`config.mk`:
```
export PLATFORM = sky130hd
export DESIGN_NAME = rbs_ctrl
export DESIGN_NICKNAME = d
export VERILOG_FILES = /design/src/hw/rtl/rbs_pkg.sv /design/src/hw/rtl/rbs_ctrl.sv
export SDC_FILE = /design/constraint.sdc
export NUM_CORES = 1
export LEC_CHECK = 0
export ABC_AREA = 1
export BUFFER_PORTS_ARGS = -buffer_cell sky130_fd_sc_hd__buf_2
export CAP_MARGIN = 10
export CORE_MARGIN = 1.5
export CORE_UTILIZATION = 50
export CTS_BUF_LIST = sky130_fd_sc_hd__clkbuf_4 sky130_fd_sc_hd__clkbuf_8 sky130_fd_sc_hd__clkbuf_16
export DETAILED_ROUTE_END_ITERATION = 8
export PLACE_DENSITY = 0.74
export SETUP_SLACK_MARGIN = 0.05
export SLEW_MARGIN = 40
export SYNTH_ARGS = -nofsm -noshare
export SYNTH_HDL_FRONTEND = slang
export SYNTH_SLANG_ARGS = --single-unit
```
`constraint.sdc`:
```
create_clock -name i_clk -period 4 [get_ports i_clk]
set_clock_uncertainty 0.05 [all_clocks]
set_input_delay 0.2 -clock i_clk [delete_from_list [all_inputs] [get_ports i_clk]]
set_output_delay 0.2 -clock i_clk [all_outputs]
set_load 0.02 [all_outputs]
```
`src/hw/rtl/rbs_pkg.sv`:
```
`timescale 1ns / 1ps
// ----------------------------------------------------------------------------
// rbs_pkg
// Shared types and constants of the 3x3 raster blur / sharpen filter.
// ----------------------------------------------------------------------------
package rbs_pkg;

    localparam int MAX_WIDTH = 4096;
    localparam int ADDR_W    = $clog2(MAX_WIDTH);
    localparam int WIDTH_W   = ADDR_W + 1;
    localparam int HEIGHT_W  = 16;
    localparam int SAMPLE_W  = 16;
    localparam int WEIGHT_W  = 16;
    localparam int GAIN_W    = 16;
    localparam int WIN_CELLS = 9;
    localparam int IDX_W     = $clog2(WIN_CELLS);
    localparam int CENTER    = 4;
    localparam int NUM_W     = 36;
    localparam int DEN_W     = 20;
    localparam int QCNT_W    = $clog2(NUM_W);
    localparam int CFG_IDX_W = 3;

    localparam logic OP_SAMPLE    = 1'b0;
    localparam logic OP_DRAIN     = 1'b1;
    localparam logic MODE_BLUR    = 1'b0;
    localparam logic MODE_SHARPEN = 1'b1;

    typedef enum logic [CFG_IDX_W-1:0] {
        CFG_IMAGE_WIDTH,
        CFG_IMAGE_HEIGHT,
        CFG_FILTER_MODE,
        CFG_CENTER_WEIGHT,
        CFG_EDGE_WEIGHT,
        CFG_CORNER_WEIGHT,
        CFG_SHARPEN_GAIN
    } t_cfg_idx;

    typedef struct packed {
        logic [WIDTH_W-1:0]  image_width;
        logic [HEIGHT_W-1:0] image_height;
        logic                filter_mode;
        logic [WEIGHT_W-1:0] center_weight;
        logic [WEIGHT_W-1:0] edge_weight;
        logic [WEIGHT_W-1:0] corner_weight;
        logic [GAIN_W-1:0]   sharpen_gain;
    } t_cfg;

    typedef struct packed {
        logic              capture;
        logic              mem_rd;
        logic              mem_wr;
        logic              clear;
        logic [ADDR_W-1:0] addr;
        logic              shift;
        logic              mac_start;
        logic              mac_step;
        logic              mac_ok;
        logic [IDX_W-1:0]  mac_idx;
        logic              mac_flush;
        logic              prep;
        logic              gain;
        logic              div_start;
        logic              out_load;
        logic              frame_last;
    } t_dp_cmd;

    typedef struct packed {
        logic div_done;
        logic out_free;
    } t_dp_stat;

endpackage

```
`src/hw/rtl/rbs_ctrl.sv`:
```
`timescale 1ns / 1ps
// ----------------------------------------------------------------------------
// rbs_ctrl
// Sequencer: line store clearing, raster counters and per-pixel steps.
// ----------------------------------------------------------------------------
module rbs_ctrl (
    input  logic               i_clk,
    input  logic               i_rst_n,
    input  rbs_pkg::t_cfg      i_cfg,
    input  logic               i_in_valid,
    input  logic               i_in_op,
    output logic               o_in_ready,
    input  rbs_pkg::t_dp_stat  i_stat,
    output rbs_pkg::t_dp_cmd   o_cmd
);
    localparam logic [rbs_pkg::IDX_W-1:0] K_LAST = rbs_pkg::IDX_W'(rbs_pkg::WIN_CELLS - 1);
    localparam logic [rbs_pkg::WIDTH_W-1:0] W_MAX = rbs_pkg::WIDTH_W'(rbs_pkg::MAX_WIDTH);

    typedef enum logic [3:0] {
        S_CLEAR, S_IDLE, S_SHIFT, S_MAC, S_FLUSH, S_PREP, S_GAIN, S_LOAD, S_DIV, S_OUT
    } t_state;

    t_state                        r_state;
    logic [rbs_pkg::ADDR_W-1:0]    r_clr;
    logic [rbs_pkg::ADDR_W-1:0]    r_in_col;
    logic [rbs_pkg::HEIGHT_W-1:0]  r_in_row;
    logic [rbs_pkg::ADDR_W-1:0]    r_out_col;
    logic [rbs_pkg::HEIGHT_W-1:0]  r_out_row;
    logic [rbs_pkg::IDX_W-1:0]     r_k;
    logic [rbs_pkg::WIN_CELLS-1:0] r_ok;

    logic [rbs_pkg::WIDTH_W-1:0]   w_w;
    logic [rbs_pkg::HEIGHT_W-1:0]  w_h;
    logic                          w_complete;
    logic                          w_primed;
    logic                          w_take;
    logic                          w_in_wrap;
    logic                          w_rv0, w_rv2, w_cv0, w_cv2;
    logic                          w_last;
    logic [rbs_pkg::WIN_CELLS-1:0] w_ok;

    always_comb begin
        if (i_cfg.image_width == '0) begin
            w_w = rbs_pkg::WIDTH_W'(1);
        end else if (i_cfg.image_width > W_MAX) begin
            w_w = W_MAX;
        end else begin
            w_w = i_cfg.image_width;
        end
        w_h = (i_cfg.image_height == '0) ? rbs_pkg::HEIGHT_W'(1) : i_cfg.image_height;
    end

    assign w_complete = r_in_row >= w_h;
    assign w_primed   = (r_in_row >= rbs_pkg::HEIGHT_W'(2))
                      || (r_in_row == rbs_pkg::HEIGHT_W'(1) && r_in_col != '0);
    assign w_take     = (r_state == S_IDLE) && i_in_valid
                      && ((i_in_op == rbs_pkg::OP_DRAIN) == w_complete);
    assign w_in_wrap  = (rbs_pkg::WIDTH_W'(r_in_col) + 1'b1) >= w_w;

    assign w_rv0  = r_out_row != '0;
    assign w_rv2  = (rbs_pkg::HEIGHT_W'(r_out_row) + 17'd1) < {1'b0, w_h};
    assign w_cv0  = r_out_col != '0;
    assign w_cv2  = (rbs_pkg::WIDTH_W'(r_out_col) + 1'b1) < w_w;
    assign w_last = ~w_rv2 & ~w_cv2;

    always_comb begin
        w_ok[0] = w_rv0 & w_cv0;
        w_ok[1] = w_rv0;
        w_ok[2] = w_rv0 & w_cv2;
        w_ok[3] = w_cv0;
        w_ok[4] = 1'b1;
        w_ok[5] = w_cv2;
        w_ok[6] = w_rv2 & w_cv0;
        w_ok[7] = w_rv2;
        w_ok[8] = w_rv2 & w_cv2;
    end

    always_comb begin
        o_cmd      = '0;
        o_cmd.addr = (r_state == S_CLEAR) ? r_clr : r_in_col;
        case (r_state)
            S_CLEAR: begin
                o_cmd.mem_wr = 1'b1;
                o_cmd.clear  = 1'b1;
            end
            S_IDLE: begin
                o_cmd.mem_rd  = w_take;
                o_cmd.capture = w_take;
            end
            S_SHIFT: begin
                o_cmd.mem_wr    = 1'b1;
                o_cmd.shift     = 1'b1;
                o_cmd.mac_start = 1'b1;
            end
            S_MAC: begin
                o_cmd.mac_step = 1'b1;
                o_cmd.mac_ok   = r_ok[r_k];
                o_cmd.mac_idx  = r_k;
            end
            S_FLUSH: o_cmd.mac_flush = 1'b1;
            S_PREP:  o_cmd.prep      = 1'b1;
            S_GAIN:  o_cmd.gain      = 1'b1;
            S_LOAD:  o_cmd.div_start = 1'b1;
            S_OUT: begin
                o_cmd.out_load   = i_stat.out_free;
                o_cmd.frame_last = w_last;
            end
            default: o_cmd.addr = r_in_col;
        endcase
    end

    assign o_in_ready = (r_state == S_IDLE);

    always_ff @(posedge i_clk) begin
        if (!i_rst_n) begin
            r_state   <= S_CLEAR;
            r_clr     <= '0;
            r_in_col  <= '0;
            r_in_row  <= '0;
            r_out_col <= '0;
            r_out_row <= '0;
            r_k       <= '0;
            r_ok      <= '0;
        end else begin
            case (r_state)
                S_CLEAR: begin
                    r_clr <= r_clr + 1'b1;
                    if (r_clr == '1) begin
                        r_state <= S_IDLE;
                    end
                end
                S_IDLE: begin
                    if (w_take) begin
                        r_state <= S_SHIFT;
                    end
                end
                S_SHIFT: begin
                    if (w_in_wrap) begin
                        r_in_col <= '0;
                        if (r_in_row != '1) begin
                            r_in_row <= r_in_row + 1'b1;
                        end
                    end else begin
                        r_in_col <= r_in_col + 1'b1;
                    end
                    r_ok    <= w_ok;
                    r_k     <= '0;
                    r_state <= w_primed ? S_MAC : S_IDLE;
                end
                S_MAC: begin
                    r_k <= r_k + 1'b1;
                    if (r_k == K_LAST) begin
                        r_state <= S_FLUSH;
                    end
                end
                S_FLUSH: r_state <= S_PREP;
                S_PREP:  r_state <= S_GAIN;
                S_GAIN:  r_state <= S_LOAD;
                S_LOAD:  r_state <= S_DIV;
                S_DIV: begin
                    if (i_stat.div_done) begin
                        r_state <= S_OUT;
                    end
                end
                S_OUT: begin
                    if (i_stat.out_free) begin
                        // The final pixel of a raster restarts the input and output counters.
                        if (w_last) begin
                            r_in_col  <= '0;
                            r_in_row  <= '0;
                            r_out_col <= '0;
                            r_out_row <= '0;
                        end else if (!w_cv2) begin
                            r_out_col <= '0;
                            if (r_out_row != '1) begin
                                r_out_row <= r_out_row + 1'b1;
                            end
                        end else begin
                            r_out_col <= r_out_col + 1'b1;
                        end
                        r_state <= S_IDLE;
                    end
                end
                default: r_state <= S_IDLE;
            endcase
        end
    end
endmodule

```
==> impl_metrics.py <==
metrics = {
    "global_route": {
        "gr-total-overflow": 0,
        "grt_pass1_wl_um": 27100,
        "antenna_found_initial": 0,
        "grt_usage": 0.249,
        "grt_pass1_vias": 5768,
        "grt_max_degree": 40,
    },
    "placement": {
        "dp_hpwl_um": 12300,
        "pre_cts_ws_ns": 0.369,
        "placed_cell_area_sq_um": 6950,
        "port_buffers": 65,
        "dp_cells": 1230,
        "gp_congestion": 0.897,
    },
    "timing": {
        "slew_headroom": 0.641,
        "layout_setup_ws_ns": 0.511,
        "max_slew.worst_pin.slew_ns": 0.534,
        "final-setup-viol-count": 0,
        "fmax_mhz": 287,
        "setup_tns_ns": 0,
        "hold_viol": 0,
        "rsz0062_at_grt": "no",
        "min_period_ns": 3.49,
        "finalCritPeriodShare": 0.872,
        "slew_viol_final": 0,
    },
    "logic_synthesis": {
        "synthSimpleGateAreaFrac": 0.327,
        "syn_area_sq_um": 6480,
        "muxShareOfSynthArea": 0,
        "synth_area_leaders": "dfxtp_1, nand2_1, ha_1",
        "ys_seq_elements": 85,
        "synth-compound-area-share": 0.128,
        "syn_nets": 1177,
        "yosysWarnings": 0,
        "synth_most_common_cell": "nand2_1",
        "synth_common_cells": "nand2_1, inv_1, nor2_1",
        "dominantRegCellSynth": "dfxtp_1",
        "synth_top_family_by_area": "simple AND/OR/NAND/NOR gates",
        "synth_edf_count": 0,
        "syn_inst": 1009,
        "avgSynthCellArea_sq_um": 6.42,
        "async_reset_ff_frac": 0,
        "synth.top_cell.area_share": 0.263,
        "ys_types": 41,
        "synth_top_area_cell": "dfxtp_1",
        "synth-xor-area-share": 0.0419,
        "seq_area_frac_synth": 0.263,
        "synth_fa_ha_area_frac": 0.131,
    },
    "final_layout": {
        "ff_latch_area_sq_um": 1700,
        "area_growth_pct": 12.7,
        "num-fill-cells": 1290,
        "drive_above_1_share": 0.104,
        "multi_input_area_sq_um": 4070,
        "diodes": 0,
        "nets": 1238,
        "final_cell_area_sq_um": 7300,
        "final_cells": 1247,
    },
    "pwr": {
        "power_density_nw_per_um2": 276,
        "ir_worst_vdd_uv": 216,
        "power_leakage_nw": 3.48,
    },
    "clock_network": {
        "numCtsBuffers": 9,
        "h-tree-depth": 3,
        "cts_tree": "built",
        "clock_path_buffers": 2,
        "cts-root-buf": "clkbuf_16",
        "path_clk_slew_ns": 0.07,
        "clock-sinks": 85,
        "clock_latency_ns": 0.35,
        "postCtsHoldBufs": 0,
    },
    "route": {
        "drt_first_pass_iters": 5,
        "final_antenna_net_count": 0,
        "wl_per_cell_um": 12.8,
        "drt_iter0_drc": 422,
        "drc": 0,
        "drt-total-wl_um": 16000,
        "vias": 6408,
        "viasPerCell": 5.14,
    },
    "floorplanning": {
        "die_y_um": 117,
        "row_count": 41,
        "io_pins": 131,
        "fp.dieW_um": 117,
        "dieArea_sq_um": 13600,
        "core_area_sq_um": 12600,
        "start_util": 0.513,
    },
    "setup_path": {
        "start_kind": "register",
        "end_kind": "output pin",
        "required_ns": 3.75,
        "worstPathMaxFanout": 6,
        "arrival_ns": 3.24,
        "worstSetupPathType": "register to output pin",
    },
    "min_path": {
        "min_path_type": "input pin to register",
    },
    "run": {
        "cap_violations": 0,
    },
    "outcome": {
        "status": "finished clean",
    },
}
registers in the layout (all words and copies together), names as in the netlist:
register / cells
r_clr: 12
r_out_row: 16
r_out_col: 12
r_in_col: 12
r_k: 4
r_state: 4
r_in_row: 16
r_ok: 9
report_power, final:
group | internal [mW] | switching [mW] | total [mW] | leakage (nW)
clock network | 0.528 | 0.364 | 0.892 | 0.149
logic | 0.0841 | 0.162 | 0.246 | 2.65
registers | 0.859 | 0.0152 | 0.875 | 0.685
total | 1.47 | 0.541 | 2.01 | 3.48
cell type report:
type	count	area share
tap	172	0.0295
clock inverter	4	0.00737
timing repair buffer	76	0.0576
inverter	153	0.0787
clock buffer	12	0.0357
sequential	85	0.233
multi-input combinational	745	0.558
per-stage QoR:
stage	util	hold slack (ns)	power, mW
2_1_floorplan	-	0.373	1.06
3_3_place_gp	0.551	0.388	1.14
3_5_place_dp	0.551	0.390	1.14
4_1_cts	0.576	0.184	2.03
5_1_grt	0.578	0.242	2.10
6_report	0.578	0.182	2.01
path summary, 6_finish.rpt:
path / startpoint / to / slack, ns / depth (start not counted)
max: r_out_col[0] / o_cmd[0] / 0.51 / 17
max reg2reg: r_out_col[0] / r_in_col[0] / 0.54 / 19
min: i_stat[1] / r_state[3] / 0.18 / 5
min reg2reg: r_ok[4] / r_ok[4] / 0.40 / 2
cell families (layout without fill, tap and decap cells):
family                   after synthesis  in the layout
flip-flops                            85             85
AND/OR/NAND/NOR                      488            488
adder cells (fa/ha/maj)               68             68
AO/OA/AOI/OAI                        158            158
buffers and inverters                179            245
XOR/XNOR                              31             31
timing repair:
item	CTS	global route
setup buffers	0	1
gates resized for setup	0	2
setup endpoints to repair	0	46
per-layer routing:
| metal | track usage | part of all wire | up-vias |
|---|---|---|---|
| met1 | 0.355 | 0.49 | 2851 |
| met5 | 0 | 0 | - |
| met2 | 0.393 | 0.44 | 144 |
| met3 | 0.0381 | 0.051 | 13 |
| met4 | 0.0635 | 0.012 | 0 |
| li1 | - | - | 3400 |
worst max-delay path: stages (launching register included):
cell and delay (ns):
dfxtp_1 0.41, inv_1 0.11, nor3_2 0.27, nand4_1 0.20, nor4_2 0.26, nand3_1 0.14, xor2_1 0.15, inv_1 0.07
ha_1 0.27, nand2_1 0.06, inv_1 0.05, nand3_1 0.08, nor3_1 0.14, nand2_1 0.07, nand2_1 0.22, nand2_1 0.13
inv_1 0.10, buf_2 0.17
layout by cell type (no fill, tap or decap), types with 26 or more instances in the layout:
| master | synthesis | final |
|---|---|---|
| nand2_1 | 233 | 233 |
| inv_1 | 149 | 149 |
| nor2_1 | 115 | 115 |
| dfxtp_1 | 85 | 85 |
| a21oi_1 | 84 | 84 |
| ha_1 | 68 | 68 |
| buf_2 | 8 | 65 |
| nand3_1 | 63 | 63 |
| o21ai_0 | 59 | 59 |
| nand4_1 | 32 | 32 |
| xor2_1 | 26 | 26 |
Power figures use the tool's default switching activity.
